==> src/sv/sha_pkg.sv <==
`timescale 1ns / 1ps
`default_nettype none
// ----------------------------------------------------------------------------
// SHA-256 shared definitions
// Constants, block-queue word type and the round helper functions.
// ----------------------------------------------------------------------------
package sha_pkg;

    localparam int QUEUE_DEPTH = 2;

    // One filled 512-bit block on its way to the round engine.
    typedef struct packed {
        logic [511:0] block;
        logic         final_blk;
    } t_blk;

    typedef enum logic [1:0] {
        ST_IDLE,
        ST_ROUND,
        ST_FOLD,
        ST_EMIT
    } t_core_state;

    function automatic logic [31:0] init_hash(input logic [2:0] i);
        logic [31:0] v;
        begin
            case (i)
                3'd0: v = 32'h6a09e667;
                3'd1: v = 32'hbb67ae85;
                3'd2: v = 32'h3c6ef372;
                3'd3: v = 32'ha54ff53a;
                3'd4: v = 32'h510e527f;
                3'd5: v = 32'h9b05688c;
                3'd6: v = 32'h1f83d9ab;
                default: v = 32'h5be0cd19;
            endcase
            return v;
        end
    endfunction

    function automatic logic [31:0] round_k(input logic [5:0] r);
        logic [31:0] k [64];
        begin
            k = '{
                32'h428a2f98, 32'h71374491, 32'hb5c0fbcf, 32'he9b5dba5,
                32'h3956c25b, 32'h59f111f1, 32'h923f82a4, 32'hab1c5ed5,
                32'hd807aa98, 32'h12835b01, 32'h243185be, 32'h550c7dc3,
                32'h72be5d74, 32'h80deb1fe, 32'h9bdc06a7, 32'hc19bf174,
                32'he49b69c1, 32'hefbe4786, 32'h0fc19dc6, 32'h240ca1cc,
                32'h2de92c6f, 32'h4a7484aa, 32'h5cb0a9dc, 32'h76f988da,
                32'h983e5152, 32'ha831c66d, 32'hb00327c8, 32'hbf597fc7,
                32'hc6e00bf3, 32'hd5a79147, 32'h06ca6351, 32'h14292967,
                32'h27b70a85, 32'h2e1b2138, 32'h4d2c6dfc, 32'h53380d13,
                32'h650a7354, 32'h766a0abb, 32'h81c2c92e, 32'h92722c85,
                32'ha2bfe8a1, 32'ha81a664b, 32'hc24b8b70, 32'hc76c51a3,
                32'hd192e819, 32'hd6990624, 32'hf40e3585, 32'h106aa070,
                32'h19a4c116, 32'h1e376c08, 32'h2748774c, 32'h34b0bcb5,
                32'h391c0cb3, 32'h4ed8aa4a, 32'h5b9cca4f, 32'h682e6ff3,
                32'h748f82ee, 32'h78a5636f, 32'h84c87814, 32'h8cc70208,
                32'h90befffa, 32'ha4506ceb, 32'hbef9a3f7, 32'hc67178f2};
            return k[r];
        end
    endfunction

    function automatic logic [31:0] rotr(input logic [31:0] x, input int n);
        return (x >> n) | (x << (32 - n));
    endfunction

endpackage
`default_nettype wire

==> src/sv/sha_queue.sv <==
`timescale 1ns / 1ps
`default_nettype none
// ----------------------------------------------------------------------------
// SHA-256 block queue
// Short FIFO of filled blocks between the front end and the round engine.
// ----------------------------------------------------------------------------
module sha_queue
    import sha_pkg::*;
#(
    parameter int DEPTH = QUEUE_DEPTH
)(
    input  wire logic i_clk,
    input  wire logic i_rst_n,
    input  wire logic i_wr_valid,
    output logic      o_wr_ready,
    input  wire t_blk i_wr_data,
    output logic      o_rd_valid,
    output t_blk      o_rd_data,
    input  wire logic i_rd_ready
);

    localparam int AW = (DEPTH > 1) ? $clog2(DEPTH) : 1;

    t_blk            r_mem [DEPTH];
    logic [AW-1:0]   r_wp, r_rp;
    logic [AW:0]     r_cnt;
    logic            wr, rd;

    assign o_wr_ready = r_cnt != (AW+1)'(DEPTH);
    assign o_rd_valid = r_cnt != '0;
    assign o_rd_data  = r_mem[r_rp];
    assign wr = i_wr_valid && o_wr_ready;
    assign rd = o_rd_valid && i_rd_ready;

    // Pointer and count update.
    always_ff @(posedge i_clk) begin
        if (!i_rst_n) begin
            r_wp  <= '0;
            r_rp  <= '0;
            r_cnt <= '0;
        end else begin
            if (wr) r_wp <= (r_wp == AW'(DEPTH - 1)) ? '0 : r_wp + 1'b1;
            if (rd) r_rp <= (r_rp == AW'(DEPTH - 1)) ? '0 : r_rp + 1'b1;
            r_cnt <= r_cnt + (AW+1)'(wr) - (AW+1)'(rd);
        end
    end

    // Storage.
    always_ff @(posedge i_clk) begin
        if (wr) r_mem[r_wp] <= i_wr_data;
    end

endmodule
`default_nettype wire

==> config.mk <==
export PLATFORM = sky130hd
export DESIGN_NAME = sha_queue
export DESIGN_NICKNAME = d
export VERILOG_FILES = /design/src/sv/sha_pkg.sv /design/src/sv/sha_queue.sv
export SDC_FILE = /design/constraint.sdc
export NUM_CORES = 1
export LEC_CHECK = 0
export BUFFER_PORTS_ARGS = -buffer_cell sky130_fd_sc_hd__clkbuf_2
export CORE_AREA = 2 2 406 408
export CTS_CLUSTER_SIZE = 14
export DETAILED_ROUTE_END_ITERATION = 6
export DIE_AREA = 0 0 408 410
export HOLD_SLACK_MARGIN = 0.15
export MAX_ROUTING_LAYER = met4
export SLEW_MARGIN = 20
export SYNTH_ARGS = -nofsm -noshare
export SYNTH_HDL_FRONTEND = slang
export SYNTH_SLANG_ARGS = --single-unit
==> constraint.sdc <==
create_clock -name i_clk -period 15.33 [get_ports i_clk]
set_input_delay 0.7665 -clock i_clk [delete_from_list [all_inputs] [get_ports i_clk]]
set_output_delay 0.7665 -clock i_clk [all_outputs]
set_load 0.01 [all_outputs]
* Word-level counts from Yosys, hierarchy flattened *
Memory sizes are Yosys's and may differ from the RTL's. A register that Yosys moved wholly into a read port is not among the register bits.
Cells that the tools add are included.

cells by class
  add/sub/neg operators = 4
  multiply operators = 0
  div/mod/pow operators = 0
  $lt $le $gt $ge = 0
  eq/ne operators = 1
  shift-type cells = 0
  muxes and demuxes = 6
  bitwise logic cells = 0
  reductions and logical operators = 3

operators by type and width
  cell                 count
  $mux 1               6
  $add 1x1->1 const B  2
  $add 2x1->2          1
  $logic_and 1x1->1    2
  $ne 2x2->1 const B   1
  $reduce_bool 2->1    1
  $sub 2x1->2          1

storage, ports and cells
  register bits = 4
  latch bits = 0
  bits in writable memories = 1,026
  bits in read-only memories = 0
  bits of input ports = 517
  output and inout bits = 515
  logic and storage cells = 18
  memories = 1

memory list
  name   depth  width  rd ports  clocked after Yosys merged registers in  wr ports  RTL line         source
  r_mem  2      513    1         1                                        1         sha_queue.sv:24  t_blk r_mem [DEPTH];

* Logic depth before layout (Yosys ltp) *
Gate-level depths: netlist (run 1).

  word-level depth = 4
  mapped depth = 6
  depth with buffers taken out = 6

* Worst setup path after synthesis (run 1) *
OpenSTA, ideal clock, no wires.

  path type = in2reg
  start = input port i_wr_valid
  end = memory r_mem[1][0] (netlist bit), enable pin
  setup time = 0.948 ns
  arrival = 12.439 ns
  required time = 14.382 ns
  setup slack = 1.944 ns
  stages on the path = 1
  buffers on the path = 0
  path through = and3_1

on the way
  longest elaborated chain between the ends = 3

ends and longest elaborated chain
  item                          RTL line         source
  from (decl)                   sha_queue.sv:14  input wire logic i_wr_valid,
  $logic_and 1x1->1             sha_queue.sv:32  assign wr = i_wr_valid && o_wr_ready;
  $mux 1                        sha_queue.sv:50  if (wr) r_mem[r_wp] <= i_wr_data;
  $mux 1 (not written as such)  sha_queue.sv:50
  to (decl)                     sha_queue.sv:24

No other way between the ends.

==> results of run 1 <==
-- cells in the final DEF (no fill, tap or decap), drive strengths merged --
master	count
a21boi	1
dfxtp	5
dlygate4sd3	61
nand3	1
a211oi	1
edfxtp	1026
nor2	2
mux2	513
nand2	1
nand3b	1
and2	3
buf	20
a21bo	2
clkbuf	1170
nand2b	2
xnor2	1
or2	1
a32oi	1
ha	1
clkinvlp	3
mux2i	1
bufinv	8
inv	6
o21ai	2
and3	1
clkinv	44
diode	21
nor2b	1
-- state kept, by name, summed over array words and instances, names as in the netlist, named ones only --
signal and count:
r_rp 1, r_wp 1, r_cnt 2, r_mem 1026
-- per-layer routing --
metal  vias up  track usage (%)  share of wire (%)
met1     10200             14.1                 39
met5         -                -                  0
met4         0             3.84                2.5
met2       806             21.3                 51
met3       181             4.26                7.7
li1       8918                -                  -
-- cells by family (layout without fill, tap and decap cells) --
kind of cell    count (synthesis)  in the layout
mux                           514            514
flops                        1031           1031
buf+inv                        58           1312
xor+xnor                        1              1
fa+ha+maj                       1              1
other cells                     0             21
simple gates                   13             13
compound gates                  7              7
-- timing repair --
action / 4_1_cts / 5_1_grt
hold buffers: 61 / 0
endpoints found under the hold margin: 115 / 0
resized for setup: 0 / 0
setup buffers: 0 / 0
-- final timing paths --
| path | startpoint | endpoint | slack [ns] | depth (start not counted) |
|---|---|---|---|---|
| worst min-delay path | i_wr_data[129] | r_mem[1][129] | 0.24 | 1 |
| worst min register to register | r_rp | flip-flop | 0.59 | 2 |
| worst max-delay path | flip-flop | o_rd_data[495] | 9.75 | 5 |
| worst max register to register | r_cnt[0] | r_mem[1][247] | 10.53 | 6 |
-- area by class of cell --
cell class / count / area [sq um] / share of cell area [%]
Inverter: 1 / 11.3 / 0.0230
Timing Repair Buffer: 1112 / 5960 / 12.2
Tap cell: 2189 / 2740 / 5.58
Sequential cell: 1031 / 30900 / 63.0
Antenna cell: 21 / 52.6 / 0.107
Multi-Input combinational cell: 536 / 5940 / 12.1
Clock inverter: 60 / 568 / 1.16
Clock buffer: 139 / 2860 / 5.83
-- power groups by stage --
stage | Clock (W) | Sequential [W] | Combinational, W
final | 0.00254 | 0.00351 | 0.00156
after global routing | 0.00272 | 0.00354 | 0.00166
after CTS | 0.00262 | 0.00351 | 0.00159
after detailed placement | 0 | 0.00357 | 0.00157
after global placement | 0 | 0.00356 | 0.00157
after floorplan | 0 | 0.00369 | 0.000947
-- worst max-delay path: cells and delay by family (launching register included) --
family / cells / cell delay (ns)
buffers and inverters: 4 / 2.17
flip-flops: 1 / 0.86
multiplexers: 1 / 0.43
-- stage by stage --
stage                     utilization (%)  hold WS, ns
after global placement               27.5        0.571
after floorplan                         -        0.529
final                                30.0        0.241
after detailed placement             27.5        0.578
after global routing                 30.0        0.161
after CTS                            30.0        0.150
==> tab_implementation.tex, run 1 <==
\begin{tabular}{lr}
\hline
Metric & Value \\
\hline
\multicolumn{2}{l}{\textbf{Drt}} \\
Avg WL per Cell & 21.2 microns \\
Detail Route Antenna Nets & 0 \\
DRC & 0 \\
Iter 0 DRT Violations & between 1500 and 2000 \\
DRT Pass-1 Iters & 5 \\
Via count & 20100 \\
Vias per Instance & 3.96 \\
Total wirelength of the detailed-routed design & about 110000 microns \\
\multicolumn{2}{l}{\textbf{Clock tree}} \\
Worst-skew pair later-pin latency & just over 0.7 ns \\
Maximum buffer depth of the clock tree & 3 \\
Number of sinks handled by clock tree synthesis & just over 1000 \\
CTS buffer count & between 100 and 150 \\
Clock Tree Root & sky130\_fd\_sc\_hd\_\_clkbuf\_16 \\
Clock tree from TritonCTS & yes \\
Clock slew at reported path FFs & 0.06 ns \\
Maximum level of the CTS H-tree & 3 \\
\multicolumn{2}{l}{\textbf{Global route}} \\
Via count of the first global-routing pass & around 20000 \\
Wire length of the first global-routing pass & about 150000 microns \\
Total overflow reported by the global router & 0 \\
Total routing resource utilization after global routing & 12.6\% \\
Antenna violations before repair & just over 40 \\
Maximum number of pins on one net before global-route repair & between 150 and 200 \\
\multicolumn{2}{l}{\textbf{Critical path}} \\
WP data arrival & roughly 4.8 ns \\
CP max-delay cell & sky130\_fd\_sc\_hd\_\_dfxtp\_4 \\
Cell chain of the critical path & buf\_12 > buf\_4 > buf\_4 > mux2\_2 > clkbuf\_2 \\
Worst path most repeated cell & sky130\_fd\_sc\_hd\_\_buf\_4 \\
Worst setup EP type & primary output \\
Max incr delay on CP & 0.86 ns \\
Data required time of the critical path & around 15 ns \\
Biggest fanout along the worst timing path & 140 \\
CP Class & flip-flop to primary output \\
Crit path launch type & flip-flop \\
\multicolumn{2}{l}{\textbf{Placed design}} \\
Placed Instances & between 4000 and 5000 \\
Post-place instance area & $\sim$45000 sq um \\
DP Wirelength & a little under 80000 microns \\
Minimum setup slack after placement & a little over 10 ns \\
Global placer's final weighted congestion & 0.911 \\
IO buf count & 1031 \\
\multicolumn{2}{l}{\textbf{Power and ir drop}} \\
Total power draw & around 0.0076 W \\
Part of the total power dissipated in the clock network & between 30 and 40\% \\
Maximum VDD drop & 0.000113 V \\
Relative contribution of sequential cells to total power & 46.1\% \\
Switching share of power & 27.1\% \\
Standby leakage power & $\sim$18 nW \\
Areal power density over the cells & 155 nW/um\^{}2 \\
Internal Dissipation & 0.00555 W \\
Part of the total power dissipated in combinational logic & about a fifth \\
Switching Power & 0.00207 W \\
\multicolumn{2}{l}{\textbf{Floorplan}} \\
Die Y & roughly 410 microns \\
Die ar. & between 150000 and 200000 sq um \\
Floorplan row count & between 100 and 150 \\
Effective utilization at floorplan & a little under a quarter \\
Width of the chip & slightly above 400 microns \\
Placeable core region & about 160000 sq um \\
I/O Pins & roughly 1000 \\
\multicolumn{2}{l}{\textbf{Logic synthesis}} \\
Fraction of registers with async set/reset & 0\% \\
Ranking of synthesized cells by area & sky130\_fd\_sc\_hd\_\_edfxtp\_1 82\%, sky130\_fd\_sc\_hd\_\_mux2\_2 15\%, sky130\_fd\_sc\_hd\_\_buf\_6 1.6\% \\
Most used DFF post-synth & sky130\_fd\_sc\_hd\_\_edfxtp\_1 \\
Syn Nets & approximately 2100 \\
Top cells by count, synth & 1026 x sky130\_fd\_sc\_hd\_\_edfxtp\_1, 513 x sky130\_fd\_sc\_hd\_\_mux2\_2, 53 x sky130\_fd\_sc\_hd\_\_buf\_6 \\
Synthesized cell area & 37500 sq um \\
Synthesized-area fraction occupied by adder cells & 0.0334\% \\
Multiplexer fraction of the synthesized cell area & approximately 15\% \\
Post-synthesis simple-gate area fraction & less than 1\% \\
Synthesized-area fraction occupied by ao, oa, aoi and oai cells & less than 1\% \\
Largest area contributor in the synthesized netlist & sky130\_fd\_sc\_hd\_\_edfxtp\_1 \\
Netlist cell types & 23 \\
Avg Synthesized Cell Area & $\sim$23 sq um \\
Fraction of synthesized cell area taken by the top area cell type & 82.2\% \\
Mapped Cells & 1625 \\
Xor and xnor area share after synthesis & less than 1\% \\
EDFF count, synth & between 1000 and 1500 \\
Most instantiated library cell after synthesis & sky130\_fd\_sc\_hd\_\_edfxtp\_1 \\
Sequential area share after synthesis & slightly above 80\% \\
Yosys warning count & 0 \\
Post-synthesis register bit count & 1031 \\
Dominant combinational cell family by area after synthesis & multiplexers \\
\multicolumn{2}{l}{\textbf{Layout}} \\
Number of nets in the layout & 3309 \\
Fraction of layout instances using a drive strength above 1 & 59.4\% \\
Area growth, synth to finish & 30.9\% \\
Post-route cell area & a little under 50000 sq um \\
Filler Cells Inserted & roughly 16000 \\
Non-filler instance count after layout & between 5000 and 6000 \\
\multicolumn{2}{l}{\textbf{Timing}} \\
Post-layout min period & roughly 5.6 ns \\
Unrepaired setup endpoints after global routing & no \\
Worst slew margin relative to its limit & 21.5\% \\
Maximum clock rate & roughly 180 MHz \\
Worst setup skew after layout & $\sim$0.021 ns \\
Final Hold Vio Count & 0 \\
\# setup viols final & 0 \\
Setup TNS & 0 ns \\
Max-slew violation count & 0 \\
Final setup slack of the worst path & 9.75 ns \\
Ratio of final minimum period to clock period & between 30\% and 40\% \\
Worst slew pin tran & approximately 1.2 ns \\
\multicolumn{2}{l}{\textbf{Run}} \\
Max-capacitance violation count & 0 \\
\multicolumn{2}{l}{\textbf{Min path}} \\
Type of the worst min-delay path & primary input to flip-flop \\
\multicolumn{2}{l}{\textbf{Outcome}} \\
Status & finished clean \\
\hline
\end{tabular}
Note: power is estimated with default switching activity, not from simulation.
==> inputs of run 2 (changes only) <==
--- a/config.mk
+++ b/config.mk
@@ -5,6 +5,7 @@
 export SDC_FILE = /design/constraint.sdc
 export NUM_CORES = 1
 export LEC_CHECK = 0
+export ABC_AREA = 1
 export BUFFER_PORTS_ARGS = -buffer_cell sky130_fd_sc_hd__clkbuf_2
 export CORE_AREA = 2 2 406 408
 export CTS_CLUSTER_SIZE = 14
==> constraint.sdc (replaced) <==
create_clock -name i_clk -period 5.4 [get_ports i_clk]
set_input_delay 0.27 -clock i_clk [delete_from_list [all_inputs] [get_ports i_clk]]
set_output_delay 0.27 -clock i_clk [all_outputs]
set_load 0.01 [all_outputs]
==> run 2 against run 1 <==
Net effect:
- die area stayed put
- non-clock buffer count is 476 higher
- count of clock-buffer cells in the layout is 7 lower
- via count is 9.7% higher
- worst hold slack better by 0.022 ns
- register-to-register slack worse by 7.6 ns
- final cell count is 9.8% higher
- critical path depth is 1 lower
- final area is 10% higher
- power grew to 3.1 times the previous value
==> tab_implementation.tex, run 2 <==
\begin{tabular}{lr}
\hline
Metric & Value \\
\hline
\multicolumn{2}{l}{\textbf{Drt}} \\
Detail Route Antenna Nets & 0 (unchanged) \\
Iter 0 DRT Violations & 1385 (was 1562) \\
DRC & 0 (unchanged) \\
DRT Pass-1 Iters & 7 (was 5) \\
Vias per Instance & 3.95 (was 3.96) \\
Avg WL per Cell & 20.7 microns (was 21.2 microns) \\
Via count & 22100 (was 20100) \\
Total wirelength of the detailed-routed design & 116000 microns (was 108000 microns) \\
\multicolumn{2}{l}{\textbf{Logic synthesis}} \\
EDFF count, synth & 1026 (unchanged) \\
Ranking of synthesized cells by area & sky130\_fd\_sc\_hd\_\_edfxtp\_1 82\%, sky130\_fd\_sc\_hd\_\_mux2\_2 15\%, sky130\_fd\_sc\_hd\_\_buf\_6 1.6\% (unchanged) \\
Top cells by count, synth & 1026 x sky130\_fd\_sc\_hd\_\_edfxtp\_1, 513 x sky130\_fd\_sc\_hd\_\_mux2\_2, 53 x sky130\_fd\_sc\_hd\_\_buf\_6 (unchanged) \\
Mapped Cells & 1632 (was 1625) \\
Sequential area share after synthesis & 82.6\% (was 82.5\%) \\
Fraction of synthesized cell area taken by the top area cell type & 82.3\% (was 82.2\%) \\
Yosys warning count & 0 (unchanged) \\
Largest area contributor in the synthesized netlist & sky130\_fd\_sc\_hd\_\_edfxtp\_1 (unchanged) \\
Fraction of registers with async set/reset & 0\% (unchanged) \\
Most instantiated library cell after synthesis & sky130\_fd\_sc\_hd\_\_edfxtp\_1 (unchanged) \\
Syn Nets & 2150 (was 2143) \\
Synthesized cell area & 37400 sq um (was 37500 sq um) \\
Most used DFF post-synth & sky130\_fd\_sc\_hd\_\_edfxtp\_1 (unchanged) \\
Netlist cell types & 12 (was 23) \\
Post-synthesis register bit count & 1031 (unchanged) \\
Avg Synthesized Cell Area & 22.9 sq um (was 23.1 sq um) \\
\multicolumn{2}{l}{\textbf{Critical path}} \\
Gate family responsible for the most delay along the worst path & flip-flops (was buffers and inverters) \\
WP data arrival & 2.99 ns (was 4.82 ns) \\
Worst setup EP type & primary output (unchanged) \\
CP Class & flip-flop to primary output (unchanged) \\
Data required time of the critical path & 5.13 ns (was 14.56 ns) \\
CP max-delay cell & sky130\_fd\_sc\_hd\_\_dfxtp\_4 (unchanged) \\
Crit path launch type & flip-flop (unchanged) \\
Cell chain of the critical path & buf\_12 > buf\_12 > mux2\_2 > clkbuf\_2 (was buf\_12 > buf\_4 > buf\_4 > mux2\_2 > clkbuf\_2) \\
Critical R2R Capture & r\_mem[0][340] (was r\_mem[1][247]) \\
Max incr delay on CP & 0.83 ns (was 0.86 ns) \\
Worst path most repeated cell & sky130\_fd\_sc\_hd\_\_buf\_12 (was sky130\_fd\_sc\_hd\_\_buf\_4) \\
Internal reg-to-reg setup slack & 2.93 ns (was 10.53 ns) \\
Reg2reg path depth & 6 (unchanged) \\
Biggest fanout along the worst timing path & 84 (was 140) \\
RR Startpoint & r\_cnt[0] (unchanged) \\
Number of buffer and inverter stages on the critical path & 3 (was 4) \\
\multicolumn{2}{l}{\textbf{Timing}} \\
Ratio of final minimum period to clock period & around three fifths \\
Max-slew violation count & 0 (unchanged) \\
Maximum clock rate & 307 MHz \\
Worst setup skew after layout & 0.0175 ns (was 0.0214 ns) \\
Worst slew margin relative to its limit & 21.1\% (was 21.5\%) \\
Unrepaired setup endpoints after global routing & no (unchanged) \\
Post-layout min period & around 3.3 ns \\
\# setup viols final & 0 (unchanged) \\
Worst slew pin tran & 1.18 ns (about the same) \\
Final Hold Vio Count & 0 (unchanged) \\
Worst-case hold slack & 0.263 ns (was 0.241 ns) \\
\multicolumn{2}{l}{\textbf{Floorplan}} \\
Die Y & 410 microns (unchanged) \\
I/O Pins & 1032 (unchanged) \\
Placeable core region & 163000 sq um (unchanged) \\
Die ar. & 167000 sq um (unchanged) \\
Effective utilization at floorplan & 22.9\% (about the same) \\
Width of the chip & 408 microns (unchanged) \\
Floorplan row count & 149 (unchanged) \\
\multicolumn{2}{l}{\textbf{Power and ir drop}} \\
Maximum VDD drop & 0.000355 V (was 0.000113 V) \\
Part of the total power dissipated in combinational logic & 24.1\% (was 20.5\%) \\
Total power draw & 0.0238 W (was 0.00762 W) \\
Switching share of power & 28.3\% (was 27.1\%) \\
Switching Power & 0.00673 W (was 0.00207 W) \\
Areal power density over the cells & 439 nW/um\^{}2 (was 155 nW/um\^{}2) \\
Relative contribution of sequential cells to total power & 44.1\% (was 46.1\%) \\
Standby leakage power & 20.0 nW (was 17.9 nW) \\
Part of the total power dissipated in the clock network & 31.9\% (was 33.3\%) \\
Internal Dissipation & 0.0171 W (was 0.00555 W) \\
\multicolumn{2}{l}{\textbf{Layout}} \\
Filler Cells Inserted & 15700 (was 16200) \\
Highest-count cells in the layout ignoring fill and taps & 1031 x sky130\_fd\_sc\_hd\_\_clkbuf\_2, 1026 x sky130\_fd\_sc\_hd\_\_edfxtp\_1, 517 x sky130\_fd\_sc\_hd\_\_dlygate4sd3\_1, 513 x sky130\_fd\_sc\_hd\_\_mux2\_2, 110 x sky130\_fd\_sc\_hd\_\_clkbuf\_16 (was 1031 x sky130\_fd\_sc\_hd\_\_clkbuf\_2, 1026 x sky130\_fd\_sc\_hd\_\_edfxtp\_1, 513 x sky130\_fd\_sc\_hd\_\_mux2\_2, 110 x sky130\_fd\_sc\_hd\_\_clkbuf\_16, 61 x sky130\_fd\_sc\_hd\_\_dlygate4sd3\_1) \\
Number of flip-flops under the largest register name & 1026 (unchanged) \\
Biggest regs & r\_mem: 1026 flops, r\_cnt: 2 flops (unchanged) \\
Number of nets in the layout & 3792 (was 3309) \\
Non-filler instance count after layout & 5589 (was 5089) \\
Top reg by flops & r\_mem (unchanged) \\
Fraction of layout instances using a drive strength above 1 & 52.0\% (was 59.4\%) \\
Most common cell after layout, fill and taps aside & sky130\_fd\_sc\_hd\_\_clkbuf\_2 (unchanged) \\
Area growth, synth to finish & 44.6\% (was 30.9\%) \\
Post-route cell area & 54100 sq um (was 49000 sq um) \\
\multicolumn{2}{l}{\textbf{Global route}} \\
Via count of the first global-routing pass & 23400 (was 20500) \\
Total routing resource utilization after global routing & 13.7\% (was 12.6\%) \\
Total overflow reported by the global router & 0 (unchanged) \\
Antenna violations before repair & 44 (was 41) \\
Maximum number of pins on one net before global-route repair & 147 (was 159) \\
Wire length of the first global-routing pass & 161000 microns (was 148000 microns) \\
\multicolumn{2}{l}{\textbf{Clock tree}} \\
Maximum buffer depth of the clock tree & 3 (unchanged) \\
Maximum level of the CTS H-tree & 3 (unchanged) \\
Clock tree from TritonCTS & yes (unchanged) \\
Clock slew at reported path FFs & 0.06 ns (about the same) \\
Clock Tree Root & sky130\_fd\_sc\_hd\_\_clkbuf\_16 (unchanged) \\
CTS buffer count & 109 (unchanged) \\
Number of sinks handled by clock tree synthesis & 1031 (unchanged) \\
Worst-skew pair later-pin latency & 0.72 ns (about the same) \\
Number of buffers added for setup after CTS & 0 (unchanged) \\
\multicolumn{2}{l}{\textbf{Min path}} \\
Type of the worst min-delay path & primary input to flip-flop (unchanged) \\
Worst min-delay path startpoint & i\_wr\_data[233] (was i\_wr\_data[129]) \\
WHS Endpoint & r\_mem[0][233] (was r\_mem[1][129]) \\
WHS Path Cells & 2 (was 1) \\
\multicolumn{2}{l}{\textbf{Placed design}} \\
Global placer's final weighted congestion & 0.907 (was 0.911) \\
Placed Instances & 4835 (was 4808) \\
DP Wirelength & 84300 microns (was 78500 microns) \\
Post-place instance area & 45200 sq um (was 45000 sq um) \\
IO buf count & 1031 (unchanged) \\
\multicolumn{2}{l}{\textbf{Run}} \\
Max-capacitance violation count & 0 (unchanged) \\
\multicolumn{2}{l}{\textbf{Outcome}} \\
Status & finished clean (unchanged) \\
\hline
\end{tabular}
## run 2: changes by cell type after synthesis, sizes merged, moves of 2 or more
cell    before  now
o21ai        2    0
inv          1    7
nor2         2    9
nand2        1   11
nand2b       2    0
a21bo        2    0
and2         3    0
## run 2: area by class of cell
type / instances / area (sq um) / share of cell area (%)
flip-flops and latches: 1031 / 30900 / 57.1
well taps: 2189 / 2740 / 5.06
clock buffers: 132 / 2840 / 5.24
multi-input cells: 537 / 5910 / 10.9
diodes: 35 / 87.6 / 0.162
inverters: 7 / 26.3 / 0.0485
repair buffers: 1588 / 10800 / 20.0
clock inverters: 70 / 811 / 1.50
## run 2: per-stage QoR
stage	utilization [%]	TNS [ns]	setup WS [ns]
6_report	33.1	0	2.14
2_1_floorplan	-	-3225.72	-3.15
4_1_cts	33.1	0	1.98
5_1_grt	33.1	0	1.92
3_5_place_dp	27.7	0	2.83
3_3_place_gp	27.7	0	2.86
## run 2: repair_timing
item,in CTS,in global routing
resized for setup,0,0
endpoints found under the setup margin,0,0
hold buffers,517,0
hold endpoints to repair,1052,0
## run 2: worst max-delay path by stage
stage / startpoint / to / slack (ns) / cells after the start
floorplan: r_cnt[0] / r_mem[1][0] / -3.15 / 4
global placement: flip-flop / o_rd_data[340] / 2.86 / 4
detailed placement: flip-flop / o_rd_data[185] / 2.83 / 4
CTS: flip-flop / o_rd_data[185] / 1.98 / 4
global route: flip-flop / o_rd_data[340] / 1.92 / 4
finish: flip-flop / o_rd_data[335] / 2.14 / 4
## run 2: cell families after synthesis
group,Yosys count,synth area share [%]
mux,513,15.4
buf+inv,64,1.72
compound gates,1,0.0134
fa+ha+maj,1,0.0334
xor+xnor,1,0.0234
flops,1031,82.6
simple gates,21,0.214
## run 2: metal layers
layer	GRT usage, %	wire length [microns]	vias to the layer above
met1	15.2	44900	11100
met2	23.0	58400	881
met4	6.19	4770	0
met3	3.72	7870	205
met5	-	0	-
li1	-	-	9887
## run 2: power groups by stage
stage	combinational, W	sequential (W)	clock (W)
final	0.00572	0.0105	0.00758
after global routing	0.00610	0.0106	0.00810
after CTS	0.00586	0.0105	0.00779
after detailed placement	0.00548	0.0106	0
after global placement	0.00546	0.0106	0
after floorplan	0.00317	0.0108	0
==> inputs of run 3 (changes only) <==
==> constraint.sdc (replaced) <==
create_clock -name i_clk -period 2.75 [get_ports i_clk]
set_input_delay 0.1375 -clock i_clk [delete_from_list [all_inputs] [get_ports i_clk]]
set_output_delay 0.1375 -clock i_clk [all_outputs]
set_load 0.01 [all_outputs]
==> run 3 against run 2 <==
Net effect:
- sequential cell count unchanged
- clock power is 95% higher
- power rose by 99%
- sequential power rose by 94%
- utilization up 3.0 points
- non-clock buffer count grew 481
- final area is 9.0% higher
- via count grew 9.6%
- combinational power rose by 110%
- count of clock-buffer cells in the layout shrank 3
- global-route usage rose by 0.63 points
- critical path type is now flip-flop to flip-flop
- largest cell class unchanged
==> tab_implementation.tex, run 3 (synthesis gave the netlist of run 2 again) <==
\begin{tabular}{lr}
\hline
Metric & Value \\
\hline
\multicolumn{2}{l}{\textbf{Clock tree}} \\
Number of buffers added for setup after CTS & 0 (unchanged) \\
Clock slew at reported path FFs & 0.06 ns (about the same) \\
Maximum buffer depth of the clock tree & 3 (unchanged) \\
CTS buffer count & 109 (unchanged) \\
Number of sinks handled by clock tree synthesis & 1031 (unchanged) \\
Clock Tree Root & sky130\_fd\_sc\_hd\_\_clkbuf\_16 (unchanged) \\
Maximum level of the CTS H-tree & 3 (unchanged) \\
Clock tree from TritonCTS & yes (unchanged) \\
Worst-skew pair later-pin latency & 0.78 ns (was 0.72 ns) \\
\multicolumn{2}{l}{\textbf{Drt}} \\
DRT Pass-1 Iters & 5 (was 7) \\
Avg WL per Cell & 19.9 microns (was 20.7 microns) \\
Via count & 24200 (was 22100) \\
Total wirelength of the detailed-routed design & 121000 microns (was 116000 microns) \\
Vias per Instance & 3.98 (was 3.95) \\
Iter 0 DRT Violations & 1556 (was 1385) \\
DRC & 0 (unchanged) \\
Detail Route Antenna Nets & 0 (unchanged) \\
\multicolumn{2}{l}{\textbf{Critical path}} \\
WP data arrival & 3.20 ns (was 2.99 ns) \\
Crit path launch type & flip-flop (unchanged) \\
CP Class & flip-flop to flip-flop (was flip-flop to primary output) \\
Worst setup EP type & flip-flop (was primary output) \\
Data required time of the critical path & 3.37 ns (was 5.13 ns) \\
Biggest fanout along the worst timing path & 5 (was 84) \\
\multicolumn{2}{l}{\textbf{Layout}} \\
Number of nets in the layout & 4273 (was 3792) \\
Top reg by flops & r\_mem (unchanged) \\
Number of flip-flops under the largest register name & 1026 (unchanged) \\
Highest-count cells in the layout ignoring fill and taps & 1031 x sky130\_fd\_sc\_hd\_\_clkbuf\_2, 1026 x sky130\_fd\_sc\_hd\_\_edfxtp\_1, 985 x sky130\_fd\_sc\_hd\_\_dlygate4sd3\_1, 513 x sky130\_fd\_sc\_hd\_\_mux2\_2, 110 x sky130\_fd\_sc\_hd\_\_clkbuf\_16 (was 1031 x sky130\_fd\_sc\_hd\_\_clkbuf\_2, 1026 x sky130\_fd\_sc\_hd\_\_edfxtp\_1, 517 x sky130\_fd\_sc\_hd\_\_dlygate4sd3\_1, 513 x sky130\_fd\_sc\_hd\_\_mux2\_2, 110 x sky130\_fd\_sc\_hd\_\_clkbuf\_16) \\
Fraction of layout instances using a drive strength above 1 & 45.8\% (was 52.0\%) \\
Area growth, synth to finish & 57.6\% (was 44.6\%) \\
Biggest regs & r\_mem: 1026 flops, r\_cnt: 2 flops (unchanged) \\
Most common cell after layout, fill and taps aside & sky130\_fd\_sc\_hd\_\_clkbuf\_2 (unchanged) \\
\multicolumn{2}{l}{\textbf{Power and ir drop}} \\
Internal Dissipation & 0.0338 W (was 0.0171 W) \\
Maximum VDD drop & 0.000737 V (was 0.000355 V) \\
Standby leakage power & 22.1 nW (was 20.0 nW) \\
Relative contribution of sequential cells to total power & 43.1\% (was 44.1\%) \\
Part of the total power dissipated in combinational logic & 25.8\% (was 24.1\%) \\
Switching share of power & 28.7\% (was 28.3\%) \\
Total power draw & 0.0474 W (was 0.0238 W) \\
Switching Power & 0.0136 W (was 0.00673 W) \\
Part of the total power dissipated in the clock network & 31.1\% (was 31.9\%) \\
Areal power density over the cells & 803 nW/um\^{}2 (was 439 nW/um\^{}2) \\
\multicolumn{2}{l}{\textbf{Floorplan}} \\
Effective utilization at floorplan & 22.9\% (unchanged) \\
Die ar. & 167000 sq um (unchanged) \\
I/O Pins & 1032 (unchanged) \\
Width of the chip & 408 microns (unchanged) \\
Die Y & 410 microns (unchanged) \\
Placeable core region & 163000 sq um (unchanged) \\
Floorplan row count & 149 (unchanged) \\
\multicolumn{2}{l}{\textbf{Run}} \\
Max-capacitance violation count & 0 (unchanged) \\
\multicolumn{2}{l}{\textbf{Placed design}} \\
IO buf count & 1031 (unchanged) \\
DP Wirelength & 82700 microns (was 84300 microns) \\
Global placer's final weighted congestion & 0.869 (was 0.907) \\
\multicolumn{2}{l}{\textbf{Global route}} \\
Most congested layer reported by global routing & met2 (unchanged) \\
GR met3 Demand/Resource & 3.92\% (was 3.72\%) \\
Global Route met1 Usage & 15.8\% (was 15.2\%) \\
Total overflow reported by the global router & 0 (unchanged) \\
Wire length of the first global-routing pass & 171000 microns (was 161000 microns) \\
Antenna violations before repair & 50 (was 44) \\
Total routing resource utilization after global routing & 14.3\% (was 13.7\%) \\
Via count of the first global-routing pass & 25800 (was 23400) \\
Global-route track usage on met2 & 24.3\% (was 23.0\%) \\
Maximum number of pins on one net before global-route repair & 97 (was 147) \\
\multicolumn{2}{l}{\textbf{Timing}} \\
Ratio of final minimum period to clock period & 93.9\% \\
\# setup viols final & 0 (unchanged) \\
Worst slew margin relative to its limit & 46.5\% (was 21.1\%) \\
Maximum clock rate & 387 MHz \\
Worst setup skew after layout & 0.0419 ns (was 0.0175 ns) \\
Max-slew violation count & 0 (unchanged) \\
Unrepaired setup endpoints after global routing & no (unchanged) \\
Post-layout min period & between 2 and 3 ns \\
Worst-case hold slack & 0.225 ns (was 0.263 ns) \\
Worst slew pin tran & 0.802 ns (was 1.18 ns) \\
Final Hold Vio Count & 0 (unchanged) \\
\multicolumn{2}{l}{\textbf{Outcome}} \\
Status & finished clean (unchanged) \\
\multicolumn{2}{l}{\textbf{Min path}} \\
Type of the worst min-delay path & primary input to flip-flop (unchanged) \\
\hline
\end{tabular}
==> run 3: cell count changes in the layout (fill, tap and decap cells not counted), sizes merged <==
cell | previous run | this run
diode | 35 | 45
clkbuf | 1163 | 1160
inv | 12 | 11
dlygate4sd3 | 517 | 985
buf | 40 | 53
clkinv | 44 | 52
clkinvlp | 7 | 8
bufinv | 14 | 11
==> run 3: cell type report <==
cell class	instances	area, sq um
fillers	15300	104000
flip-flops and latches	1031	30900
repair buffers	2069	15700
multi-input cells	537	5920
clock buffers	129	2820
well taps	2189	2740
clock inverters	75	783
diodes	45	113
inverters	7	26.3
==> run 3: worst paths after layout <==
check | slack (ns) | startpoint | endpoint | depth (start not counted)
min | 0.23 | i_wr_data[491] | r_mem[0][491] | 2
min reg2reg | 0.50 | r_rp | r_rp | 2
max reg2reg | 0.17 | r_cnt[1] | r_cnt[1] | 11
max | 0.17 | r_cnt[1] | r_cnt[1] | 11
==> run 3: power by group through the flow <==
stage,logic [W],clock network [W],registers [W]
after detailed placement,0.0111,0,0.0207
after floorplan,0.00604,0,0.0210
final,0.0122,0.0148,0.0204
after global placement,0.0111,0,0.0206
after CTS,0.0124,0.0151,0.0204
after global routing,0.0129,0.0157,0.0206
==> run 3: layer usage <==
layer	vias to the layer above	wire, microns	share of wire (%)
met3	230	8550	7.1
met4	0	4740	3.9
met5	-	0	0
met2	966	61500	51
met1	12200	46500	38
li1	10900	-	-
==> run 3: worst max-delay path, stage by stage, from the launching register on <==
cell	delay [ns]
sky130_fd_sc_hd__dfxtp_1	0.36
sky130_fd_sc_hd__nor2_2	0.23
sky130_fd_sc_hd__nor2_4	0.08
sky130_fd_sc_hd__xnor2_1	0.16
sky130_fd_sc_hd__ha_1	0.20
sky130_fd_sc_hd__inv_1	0.05
sky130_fd_sc_hd__nand2_1	0.05
sky130_fd_sc_hd__nand2_1	0.07
sky130_fd_sc_hd__a21oi_1	0.10
sky130_fd_sc_hd__dlygate4sd3_1	0.56
sky130_fd_sc_hd__nor2_1	0.05
sky130_fd_sc_hd__dlygate4sd3_1	0.56
==> run 3: repair_timing <==
| action | CTS | global route |
|---|---|---|
| hold endpoints to repair | 1114 | 0 |
| setup endpoints to repair | 0 | 1 |
| resized for setup | 0 | 3 |
| hold buffers | 985 | 0 |
==> run 3: metrics by stage <==
step           util, %  setup TNS, ns  worst slack, ns  cell area [sq um]  instances
3_3_place_gp      27.8              0            0.805              45400       4848
4_1_cts           36.0              0           0.0369              58900       6037
3_5_place_dp      27.8              0            0.806              45400       4848
2_1_floorplan        -       -5947.27            -5.80              37500       1632
6_report          36.1              0            0.169              59000       6082
5_1_grt           36.1              0           0.0483              59000       6079
